## src/hdl/ond_pkg.sv

```systemverilog
// Shared widths for the octahedral normal decoder.
package ond_pkg;

    localparam int IN_W  = 16;
    localparam int OUT_W = 16;

endpackage

```

## src/hdl/ond_sqrt.sv

```systemverilog
// Pipelined square root, one root bit per stage, rounded to nearest at the end.
module ond_sqrt import ond_pkg::*; #(
    parameter int LW = 16,
    parameter int PW = 54
) (
    input  logic            i_clk,
    input  logic            i_rst_n,
    input  logic            i_en,
    input  logic            i_valid,
    input  logic [2*LW-1:0] i_s,
    input  logic [PW-1:0]   i_side,
    output logic            o_valid,
    output logic [LW-1:0]   o_len,
    output logic [PW-1:0]   o_side
);

    localparam int SW = 2 * LW;

    logic [SW-1:0] r_rem  [0:LW-1];
    logic [LW-1:0] r_root [0:LW-1];
    logic [PW-1:0] r_side [0:LW-1];
    logic [LW-1:0] r_vld;

    logic [LW-1:0] r_len;
    logic [PW-1:0] r_oside;
    logic          r_ovld;

    for (genvar k = 0; k < LW; k++) begin : g_st
        localparam int B = LW - 1 - k;
        logic [SW-1:0] p_rem, trial;
        logic [LW-1:0] p_root;
        logic [PW-1:0] p_side;
        logic          p_vld;

        if (k == 0) begin : g_first
            assign p_rem  = i_s;
            assign p_root = '0;
            assign p_side = i_side;
            assign p_vld  = i_valid;
        end else begin : g_next
            assign p_rem  = r_rem[k-1];
            assign p_root = r_root[k-1];
            assign p_side = r_side[k-1];
            assign p_vld  = r_vld[k-1];
        end

        // The bits of the partial root all lie above bit B, so the OR acts as an add.
        assign trial = ({{LW{1'b0}}, p_root} << (B + 1))
                     | ({{(SW-1){1'b0}}, 1'b1} << (2 * B));

        always_ff @(posedge i_clk) begin
            if (!i_rst_n) begin
                r_vld[k] <= 1'b0;
            end else if (i_en) begin
                r_vld[k] <= p_vld;
            end
        end

        always_ff @(posedge i_clk) begin
            if (i_en) begin
                r_side[k] <= p_side;
                if (p_rem >= trial) begin
                    r_rem[k]  <= p_rem - trial;
                    r_root[k] <= p_root | ({{(LW-1){1'b0}}, 1'b1} << B);
                end else begin
                    r_rem[k]  <= p_rem;
                    r_root[k] <= p_root;
                end
            end
        end
    end

    always_ff @(posedge i_clk) begin
        if (!i_rst_n) begin
            r_ovld <= 1'b0;
        end else if (i_en) begin
            r_ovld <= r_vld[LW-1];
        end
    end

    // The remainder is s - root^2; above root the true root is nearer root + 1.
    always_ff @(posedge i_clk) begin
        if (i_en) begin
            r_oside <= r_side[LW-1];
            r_len   <= r_root[LW-1]
                     + {{(LW-1){1'b0}}, (r_rem[LW-1] > {{LW{1'b0}}, r_root[LW-1]})};
        end
    end

    assign o_valid = r_ovld;
    assign o_len   = r_len;
    assign o_side  = r_oside;

endmodule

```

## config.mk

```make
export PLATFORM = sky130hd
export DESIGN_NAME = ond_sqrt
export DESIGN_NICKNAME = d
export VERILOG_FILES = /design/src/hdl/ond_pkg.sv /design/src/hdl/ond_sqrt.sv
export SDC_FILE = /design/constraint.sdc
export NUM_CORES = 1
export LEC_CHECK = 0
export BUFFER_PORTS_ARGS = -buffer_cell sky130_fd_sc_hd__buf_2
export CAP_MARGIN = 20
export CORE_UTILIZATION = 45
export CTS_BUF_LIST = sky130_fd_sc_hd__clkbuf_2 sky130_fd_sc_hd__clkbuf_4 sky130_fd_sc_hd__clkbuf_8
export CTS_CLUSTER_DIAMETER = 80
export DETAILED_ROUTE_END_ITERATION = 8
export RECOVER_POWER = 25
export SLEW_MARGIN = 20
export SYNTH_ARGS = -nofsm -noshare
export SYNTH_HDL_FRONTEND = slang
export SYNTH_SLANG_ARGS = --single-unit
```

## constraint.sdc

```tcl
create_clock -name i_clk -period 6.7 [get_ports i_clk]
set_input_delay 1.34 -clock i_clk [delete_from_list [all_inputs] [get_ports i_clk]]
set_output_delay 1.34 -clock i_clk [all_outputs]
set_load 0.01 [all_outputs]
```

==> results.cfg <==
[outcome]
status = completed

[drt]
drc_errors = 0
ant_nets = 0
wire_per_inst_um = 15.4
met3_length_um = 4630
top_layer = met4
first_pass_iters = 5
dr_wl_met2_um = 46900
initialDrtViolationCount = 1659
routed_via_density = 4.91
postRouteWirelength_um = 90700
drt-met1-wl_um = 35800
vias = 28825

[sta]
finalMaxSlewViolations = 0
setup_slack_ns = 2.95
max_slew.worst_pin.slew_ns = 1.12
final_hold_viol_count = 0
layout_worst_path_cycle_share_pct = 56.0
report.final.setup_viol = 0
tns_ns = 0
rsz0062_at_grt = no
fmax_ghz = 0.266
relSlewSlack_pct = 25.5
skew_ns = 0.0666
fin_crit_ns = 3.75

[power]
p_leak_uw = 0.0248
combPwrFrac_pct = 8.3
netSwitchingPower_uw = 5080
pwr-share-clk_pct = 36.5
internal_power_uw = 17400
switching_share_pct = 22.6
seqPwrFrac_pct = 55.2
p_per_area_nw_per_um2 = 329
ir_worst_vdd_v = 0.000201

[placed_design]
dp_slack_ns = 2.72
gp_congestion = 0.873
dp.cells = 5415
portBuffers = 160
hpwl_um = 57000

[worst_hold_path]
hold_class = flop to flop

[logic_synthesis]
ys_seq_area_share_pct = 79.2
syn_area_um2 = 60400
synth_fp_nets = 3785
yosysUniqueCellTypes = 76
synth_ff_type = edfxtp_1
synth_edf_count = 1582
ys_warn_count = 0
syn_avg_cell_area_um2 = 17.1
synth_cells = 3525
async_flop_share_pct = 0
synth_seq_cells = 1599

[global_route]
antenna_found_initial = 1
track_usage_pct = 13.5
grt_max_degree = 202
grt_pass1_vias = 29693
grt_overflow = 0
grt_pass1_wl_um = 146000

[job]
max_cap_viol_count = 0

[cts]
cts_max_path_buffers = 4
cts_sinks = 1599
cts_max_level = 5
clock_latency_ns = 0.97
cts_buffers = 281
post_cts_resized = 0
cts_hold_buf = 0
cts-root-buf = clkbuf_8
clkSlewWorstSetupHoldPaths_ns = 0.06
cts_tree = yes
post_cts_buffers = 0

[die]
num_rows = 134
io_pins = 161
dieWidth_um = 368
chipHeight_um = 368
dieArea_um2 = 136000
core_um2 = 133000
start_util_pct = 45.3

[setup_path]
path_buf_inv = 0
r2r_slack_ns = 2.95
cpPeakStageDelay_ns = 0.63
endpoint = r_rem[1][157]
startpoint = r_rem[1][107]
startpoint_type = flop
crit_type = flop to flop
timing.rr.end = r_rem[1][157]
cpMaxStageDelayCell = or4b_1
r2r_cells = 9
cp_cell_sequence = ha_1 > nand4_1 > or4_1 > nor4_1 > nor4b_2 > and2b_2 > or4b_1 > nor2_1 > xor2_1
critPathArrivalTime_ns = 4.42
r2r-start = r_rem[1][107]
cp-end-kind = flop
required_ns = 7.36
critPathTopFamily = simple AND/OR/NAND/NOR gates
worst-path-stages = 9
crit_fanout = 32

[finish]
syn_to_final_growth_pct = 13.4
final_cell_mix = 1582 x edfxtp_1, 286 x clkbuf_8, 203 x inv_1
nets = 4190
final_common_cell = edfxtp_1
drive_gt1_share_pct = 15.2
layout.cells.non_filler = 5874
[worst min path at each step]
stage              startpoint              to  slack [ns]  depth (start not counted)
6_report       r_side[11][32]  r_side[12][32]        0.36                          0
4_1_cts        r_side[11][32]  r_side[12][32]        0.35                          0
3_5_place_dp    r_side[9][10]  r_side[10][10]        0.40                          0
3_3_place_gp    r_side[6][15]   r_side[7][15]        0.40                          0
5_1_grt        r_side[11][23]  r_side[12][23]        0.36                          0
2_1_floorplan   r_side[15][0]       o_side[0]        0.40                          0
[metal layers]
layer  GRT usage (%)  vias to the layer above
li1                -                    14258
met1            14.5                    13714
met2            24.2                      589
met3            4.00                      264
met4            6.76                        0
met5               0                        -
[registers in the layout (all words and copies together) (netlist names)]
| signal | flops |
|---|---|
| o_len | 16 |
| r_rem | 512 |
| o_side | 54 |
| r_root | 136 |
| g_st.p_vld | 15 |
| r_vld | 1 |
| o_valid | 1 |
| r_side | 864 |
[synthesized netlist by cell type (13+ instances only)]
cell	instances	area, µm²
nor3_1	80	400
nand2b_1	51	319
mux2_2	27	304
nand3_1	48	240
nor2b_1	45	282
xor2_1	112	981
inv_1	203	762
ha_1	170	2130
o21ai_0	124	621
a21o_1	38	285
a211oi_1	14	105
o21a_1	18	135
nor2_1	166	623
xnor2_1	132	1160
a21oi_1	137	686
or3_1	18	113
nor4_1	83	519
edfxtp_1	1582	47500
nand4_1	39	244
mux2i_1	20	200
dfxtp_1	17	340
nor4b_1	13	114
nand2_1	139	522
clkbuf_1	43	161
or2_2	16	100
[logic make-up after synthesis]
family                   synth area share [%]
adder cells (fa/ha/maj)                  3.52
XOR/XNOR                                 3.54
multiplexers                            0.835
AND/OR/NAND/NOR                          6.85
flip-flops                               79.2
AO/OA/AOI/OAI                            4.35
buffers and inverters                    1.70
[worst register-to-register path: stages, from the launching register on]
cell and delay, ns:
edfxtp_1 0.41, ha_1 0.38, nand4_1 0.16, or4_1 0.46, nor4_1 0.60, nor4b_2 0.16
and2b_2 0.44, or4b_1 0.63, nor2_1 0.14, xor2_1 0.07
[power groups by stage]
stage,registers (µW),logic [µW],clock network [µW]
after floorplan,12500,1380,0
after global placement,12600,1860,0
after detailed placement,12600,1880,0
after CTS,12400,1900,8600
after global routing,12500,2100,9040
final,12400,1880,8220
[cell type report]
type,count,area [µm²]
clock inverters,93,579
multi-input cells,1665,11500
flip-flops and latches,1599,47800
clock buffers,365,4530
repair buffers,180,1020
diodes,1,2.50
well taps,1768,2210
inverters,203,762
fillers,10846,64800
[metrics by stage]
step / hold slack, ns / util (%) / total power [µW] / area (µm²)
CTS: 0.353 / 51.4 / 22900 / 68500
global placement: 0.400 / 47.6 / 14500 / 63400
floorplan: 0.400 / - / 13800 / 60400
finish: 0.357 / 51.4 / 22500 / 68500
detailed placement: 0.405 / 47.6 / 14500 / 63400
global route: 0.359 / 51.4 / 23600 / 68500
Note: power is estimated with default switching activity, not from simulation.
