`src/hdl/ond_pkg.sv`:
```
// Shared widths for the octahedral normal decoder.
package ond_pkg;

    localparam int IN_W  = 16;
    localparam int OUT_W = 16;

endpackage

```
`src/hdl/ond_prep.sv`:
```
// Front end: clamp the code, form z, fold the lower hemisphere, and sum the squares.
module ond_prep import ond_pkg::*; #(
    parameter int FRAC_BITS = 14,
    parameter int CW        = 18,
    parameter int SW        = 32
) (
    input  logic                 i_clk,
    input  logic                 i_rst_n,
    input  logic                 i_en,
    input  logic                 i_valid,
    input  logic [IN_W-1:0]      i_x,
    input  logic [IN_W-1:0]      i_y,
    output logic                 o_valid,
    output logic signed [CW-1:0] o_x,
    output logic signed [CW-1:0] o_y,
    output logic signed [CW-1:0] o_z,
    output logic [SW-1:0]        o_sum
);

    localparam logic signed [CW-1:0] ONE = {{(CW-1){1'b0}}, 1'b1} << FRAC_BITS;

    logic [3:0] r_vld;

    logic signed [CW-1:0] r1_x, r1_y;
    logic signed [CW-1:0] r2_x, r2_y, r2_z;
    logic signed [CW-1:0] r3_x, r3_y, r3_z;
    logic [SW-1:0]        r3_sqx, r3_sqy, r3_sqz;
    logic signed [CW-1:0] r4_x, r4_y, r4_z;
    logic [SW-1:0]        r4_sum;

    logic signed [CW-1:0] n1_x, n1_y, ex_x, ex_y;
    logic signed [CW-1:0] ax, ay, n2_z, n2_x, n2_y;
    logic signed [2*CW-1:0] p_x, p_y, p_z;

    always_comb begin
        ex_x = {{(CW-IN_W){i_x[IN_W-1]}}, i_x};
        ex_y = {{(CW-IN_W){i_y[IN_W-1]}}, i_y};
        n1_x = (ex_x > ONE) ? ONE : ((ex_x < -ONE) ? -ONE : ex_x);
        n1_y = (ex_y > ONE) ? ONE : ((ex_y < -ONE) ? -ONE : ex_y);
    end

    // A zero component counts as positive when the lower hemisphere is folded.
    always_comb begin
        ax   = r1_x[CW-1] ? -r1_x : r1_x;
        ay   = r1_y[CW-1] ? -r1_y : r1_y;
        n2_z = ONE - ax - ay;
        n2_x = r1_x;
        n2_y = r1_y;
        if (n2_z[CW-1]) begin
            n2_x = r1_x[CW-1] ? -(ONE - ay) : (ONE - ay);
            n2_y = r1_y[CW-1] ? -(ONE - ax) : (ONE - ax);
        end
    end

    assign p_x = r2_x * r2_x;
    assign p_y = r2_y * r2_y;
    assign p_z = r2_z * r2_z;

    always_ff @(posedge i_clk) begin
        if (!i_rst_n) begin
            r_vld <= '0;
        end else if (i_en) begin
            r_vld <= {r_vld[2:0], i_valid};
        end
    end

    always_ff @(posedge i_clk) begin
        if (i_en) begin
            r1_x   <= n1_x;
            r1_y   <= n1_y;
            r2_x   <= n2_x;
            r2_y   <= n2_y;
            r2_z   <= n2_z;
            r3_x   <= r2_x;
            r3_y   <= r2_y;
            r3_z   <= r2_z;
            r3_sqx <= p_x[SW-1:0];
            r3_sqy <= p_y[SW-1:0];
            r3_sqz <= p_z[SW-1:0];
            r4_x   <= r3_x;
            r4_y   <= r3_y;
            r4_z   <= r3_z;
            r4_sum <= r3_sqx + r3_sqy + r3_sqz;
        end
    end

    assign o_valid = r_vld[3];
    assign o_x     = r4_x;
    assign o_y     = r4_y;
    assign o_z     = r4_z;
    assign o_sum   = r4_sum;

endmodule

```
`config.mk`:
```
export PLATFORM = sky130hd
export DESIGN_NAME = ond_prep
export DESIGN_NICKNAME = d
export VERILOG_FILES = /design/src/hdl/ond_pkg.sv /design/src/hdl/ond_prep.sv
export SDC_FILE = /design/constraint.sdc
export NUM_CORES = 2
export LEC_CHECK = 0
export ABC_AREA = 1
export BUFFER_PORTS_ARGS = -buffer_cell sky130_fd_sc_hd__buf_2
export CAP_MARGIN = 20
export CORE_UTILIZATION = 50
export CTS_CLUSTER_DIAMETER = 120
export DETAILED_ROUTE_END_ITERATION = 16
export GPL_ROUTABILITY_DRIVEN = 0
export PLACE_DENSITY = 0.66
export SLEW_MARGIN = 10
export SYNTH_ARGS = -nofsm -noshare
export SYNTH_HDL_FRONTEND = slang
export SYNTH_SLANG_ARGS = --single-unit
```
`constraint.sdc`:
```
create_clock -name i_clk -period 12.55 [get_ports i_clk]
set_clock_uncertainty 0.2 [all_clocks]
set_input_delay 1.255 -clock i_clk [delete_from_list [all_inputs] [get_ports i_clk]]
set_output_delay 1.255 -clock i_clk [all_outputs]
set_load 0.005 [all_outputs]
```
==> out/qor.yml <==
run_status:
  status: "completed"
global_route:
  grt_overflow: 0
  use_met3_pct: 3.113
  grt_use_met2_pct: 40.46
  grt_util_met1_pct: 30.03
  grt_max_degree: 155
  grt_pass1_wl_um: 170100
  antenna_found_initial: 2
  top_usage_layer: "met2"
  grtUsageTotal_pct: 23.38
  grt_pass1_vias: 33370
synthesis:
  yosys.area_share.simple_pct: 11.79
  synth.mux.area_fraction_pct: 0
  synth-edff-count: 316
  synth_area_um2: 45670
  synth_seq_cells: 320
  synthAdderAreaFrac_pct: 45.82
  seq_area_frac_synth_pct: 20.95
  synthDistinctLibCells: 56
  yosys_warnings: 0
  syn_inst: 4927
  synth_ff_type: "edfxtp_1"
  synth-compound-area-share_pct: 3.973
  synth_xor_area_share_pct: 4.178
  syn_avg_cell_area_um2: 9.269
  async_flop_share_pct: 0
  synth_top_family_by_area: "adder cells"
die:
  fp.dieW_um: 304.2
  die_h_um: 304.2
  dieArea_um2: 92540
  fp.coreArea_um2: 90290
  io-pin-count: 123
  start_util_pct: 50.58
  rows: 110
routing:
  ant_nets: 0
  first_pass_iters: 5
  vias: 30860
  drt_iter0_drc: 1901
  drt_wl_total_um: 102800
  routedWlPerCell_um: 16.58
  viasPerCell: 4.976
  route.detailed.drc: 0
sta:
  rsz0062_at_grt: "no"
  hold_slack_ns: 0.2149
  tns_ns: 0
  fmax_mhz: 144.1
  hold_violations: 0
  worst_pin_slew_ns: 1.023
  finalCritPeriodShare_pct: 55.31
  finalSetupViolations: 0
  slew_viol_final: 0
  fin_crit_ns: 6.942
  max_slew_margin_pct: 31.83
cells_and_area:
  seqCellArea_um2: 9569
  nNetsFinal: 6204
  layout-drive-gt1-share_pct: 6.208
  layoutNonFillerInstCount: 6202
  antenna_cells: 0
  syn2layout_area_growth_pct: 6.957
  multiInputGateArea_um2: 30050
  fillers: 8092
cts:
  clock_latency_ns: 0.61
  clkSlewWorstSetupHoldPaths_ns: 0.06
  numClockSinks: 320
  cts-htree-levels: 2
  cts_made_buffers: 41
  cts_buffer_depth: 3
  ctsHoldBuffers: 0
  cts-resized-gates: 0
  post_cts_buffers: 0
  cts_root_buffer: "clkbuf_16"
  cts_tree: "done"
place:
  place_inst: 6129
  hpwl_um: 83130
  numPortBuffers: 122
setup_path:
  critPathRequiredTime_ns: 12.69
  worst_path_most_repeated_cell: "fa_1"
  path_class: "reg2reg"
  cpPeakStageDelay_ns: 0.93
  path_max_fanout: 18
  worstPathArrival_ns: 7.09
  critPathBufInv: 3
  endpoint_kind: "register"
  cp_cell_sequence: "nand2_1 -> fa_1 -> fa_1 -> inv_1 -> fa_1 -> inv_1 -> fa_1 -> fa_1 -> fa_1 -> inv_1 -> ha_1 -> nand2_1 -> nor2_1 -> nand2_1 -> o211ai_1 -> a21oi_1 -> o21ai_0 -> nand4_1 -> o211ai_1 -> a31oi_1 -> xor2_1"
  cp_slowest_cell: "edfxtp_1"
  crit_family: "adder cells"
  cp-start-kind: "register"
min_path:
  hold_class: "reg2reg"
flow_run:
  drv_cap: 0
==> synth_stat cells (all sizes together), types with 6 or more instances <==
cell | n | share of area (%)
inv | 1469 | 12
o21a | 6 | 0.099
ha | 338 | 9.3
or2 | 11 | 0.15
a21oi | 147 | 1.6
a21boi | 9 | 0.15
xor2 | 141 | 2.7
o21ai | 107 | 1.2
nor3 | 18 | 0.21
a31oi | 7 | 0.096
a21o | 11 | 0.18
o211ai | 10 | 0.18
xnor2 | 76 | 1.5
nand2 | 884 | 7.4
buf | 41 | 0.46
nand3 | 113 | 1.3
nor4 | 9 | 0.12
nor2 | 226 | 2.0
edfxtp | 316 | 21
fa | 834 | 37
nand4 | 27 | 0.37
clkbuf | 87 | 0.72
nand3b | 7 | 0.12
o21bai | 9 | 0.15
==> cell type report <==
cell class              count  share of cell area [%]
clock buffers              44                   2.124
multi-input cells        3011                   61.52
flip-flops and latches    320                   19.59
inverters                1470                   11.30
repair buffers            152                   1.757
well taps                1176                   3.013
clock inverters            29                  0.6968
==> cell usage in the layout (no fill, tap or decap), drive strengths merged, types with 10 or more instances in the layout <==
cell and count:
or2 11, a21oi 147, clkbuf 44, nand2 884
inv 1473, nor2 226, fa 834, nor3 18
a21o 11, xor2 141, o211ai 10, buf 152
nand3 113, xnor2 76, o21ai 107, clkinv 17
nand4 27, ha 338, edfxtp 316
==> metal layers <==
layer,vias to the layer above,share of wire [%]
met1,15280,42
li1,14680,-
met5,-,0.019
met2,748,49
met3,156,5.1
met4,2,3.6
==> sequential cells by signal (all words and copies together), names as in the netlist <==
name and flops:
r3_sqx 30, r_vld 4, r2_z 18, r1_y 16, o_y 18, r3_y 18, r1_x 16, r2_x 18
o_z 18, o_sum 32, r3_sqz 30, r3_z 18, r3_x 18, r2_y 18, r3_sqy 30, o_x 18
==> through the flow <==
stage               worst slack, ns  cell area, um2  utilization, %
floorplan                     6.337           45670               -
global placement              5.787           47470           52.57
detailed placement            5.684           47470           52.57
CTS                           5.648           48840           54.10
global route                  5.162           48840           54.10
finish                        5.608           48840           54.10
==> cells by family after synthesis <==
kind of cell             after synthesis
flip-flops                           320
AND/OR/NAND/NOR                     1295
XOR/XNOR                             217
other                                  2
buffers and inverters               1598
AO/OA/AOI/OAI                        323
adder cells (fa/ha/maj)             1172
==> path summary, 6_finish.rpt <==
kind	start	to	slack, ns	cells after the start
max	r2_x[7]$_DFFE_PP_	r3_sqx[31]$_DFFE_PP_	5.61	21
min	r3_z[16]$_DFFE_PP_	o_z[16]$_DFFE_PP_	0.21	0
max reg2reg	r2_x[7]$_DFFE_PP_	r3_sqx[31]$_DFFE_PP_	5.61	21
min reg2reg	r3_z[16]$_DFFE_PP_	o_z[16]$_DFFE_PP_	0.21	0
Power is not shown: default switching activity piles up to over one toggle a cycle in this logic, so the estimate is an artifact.
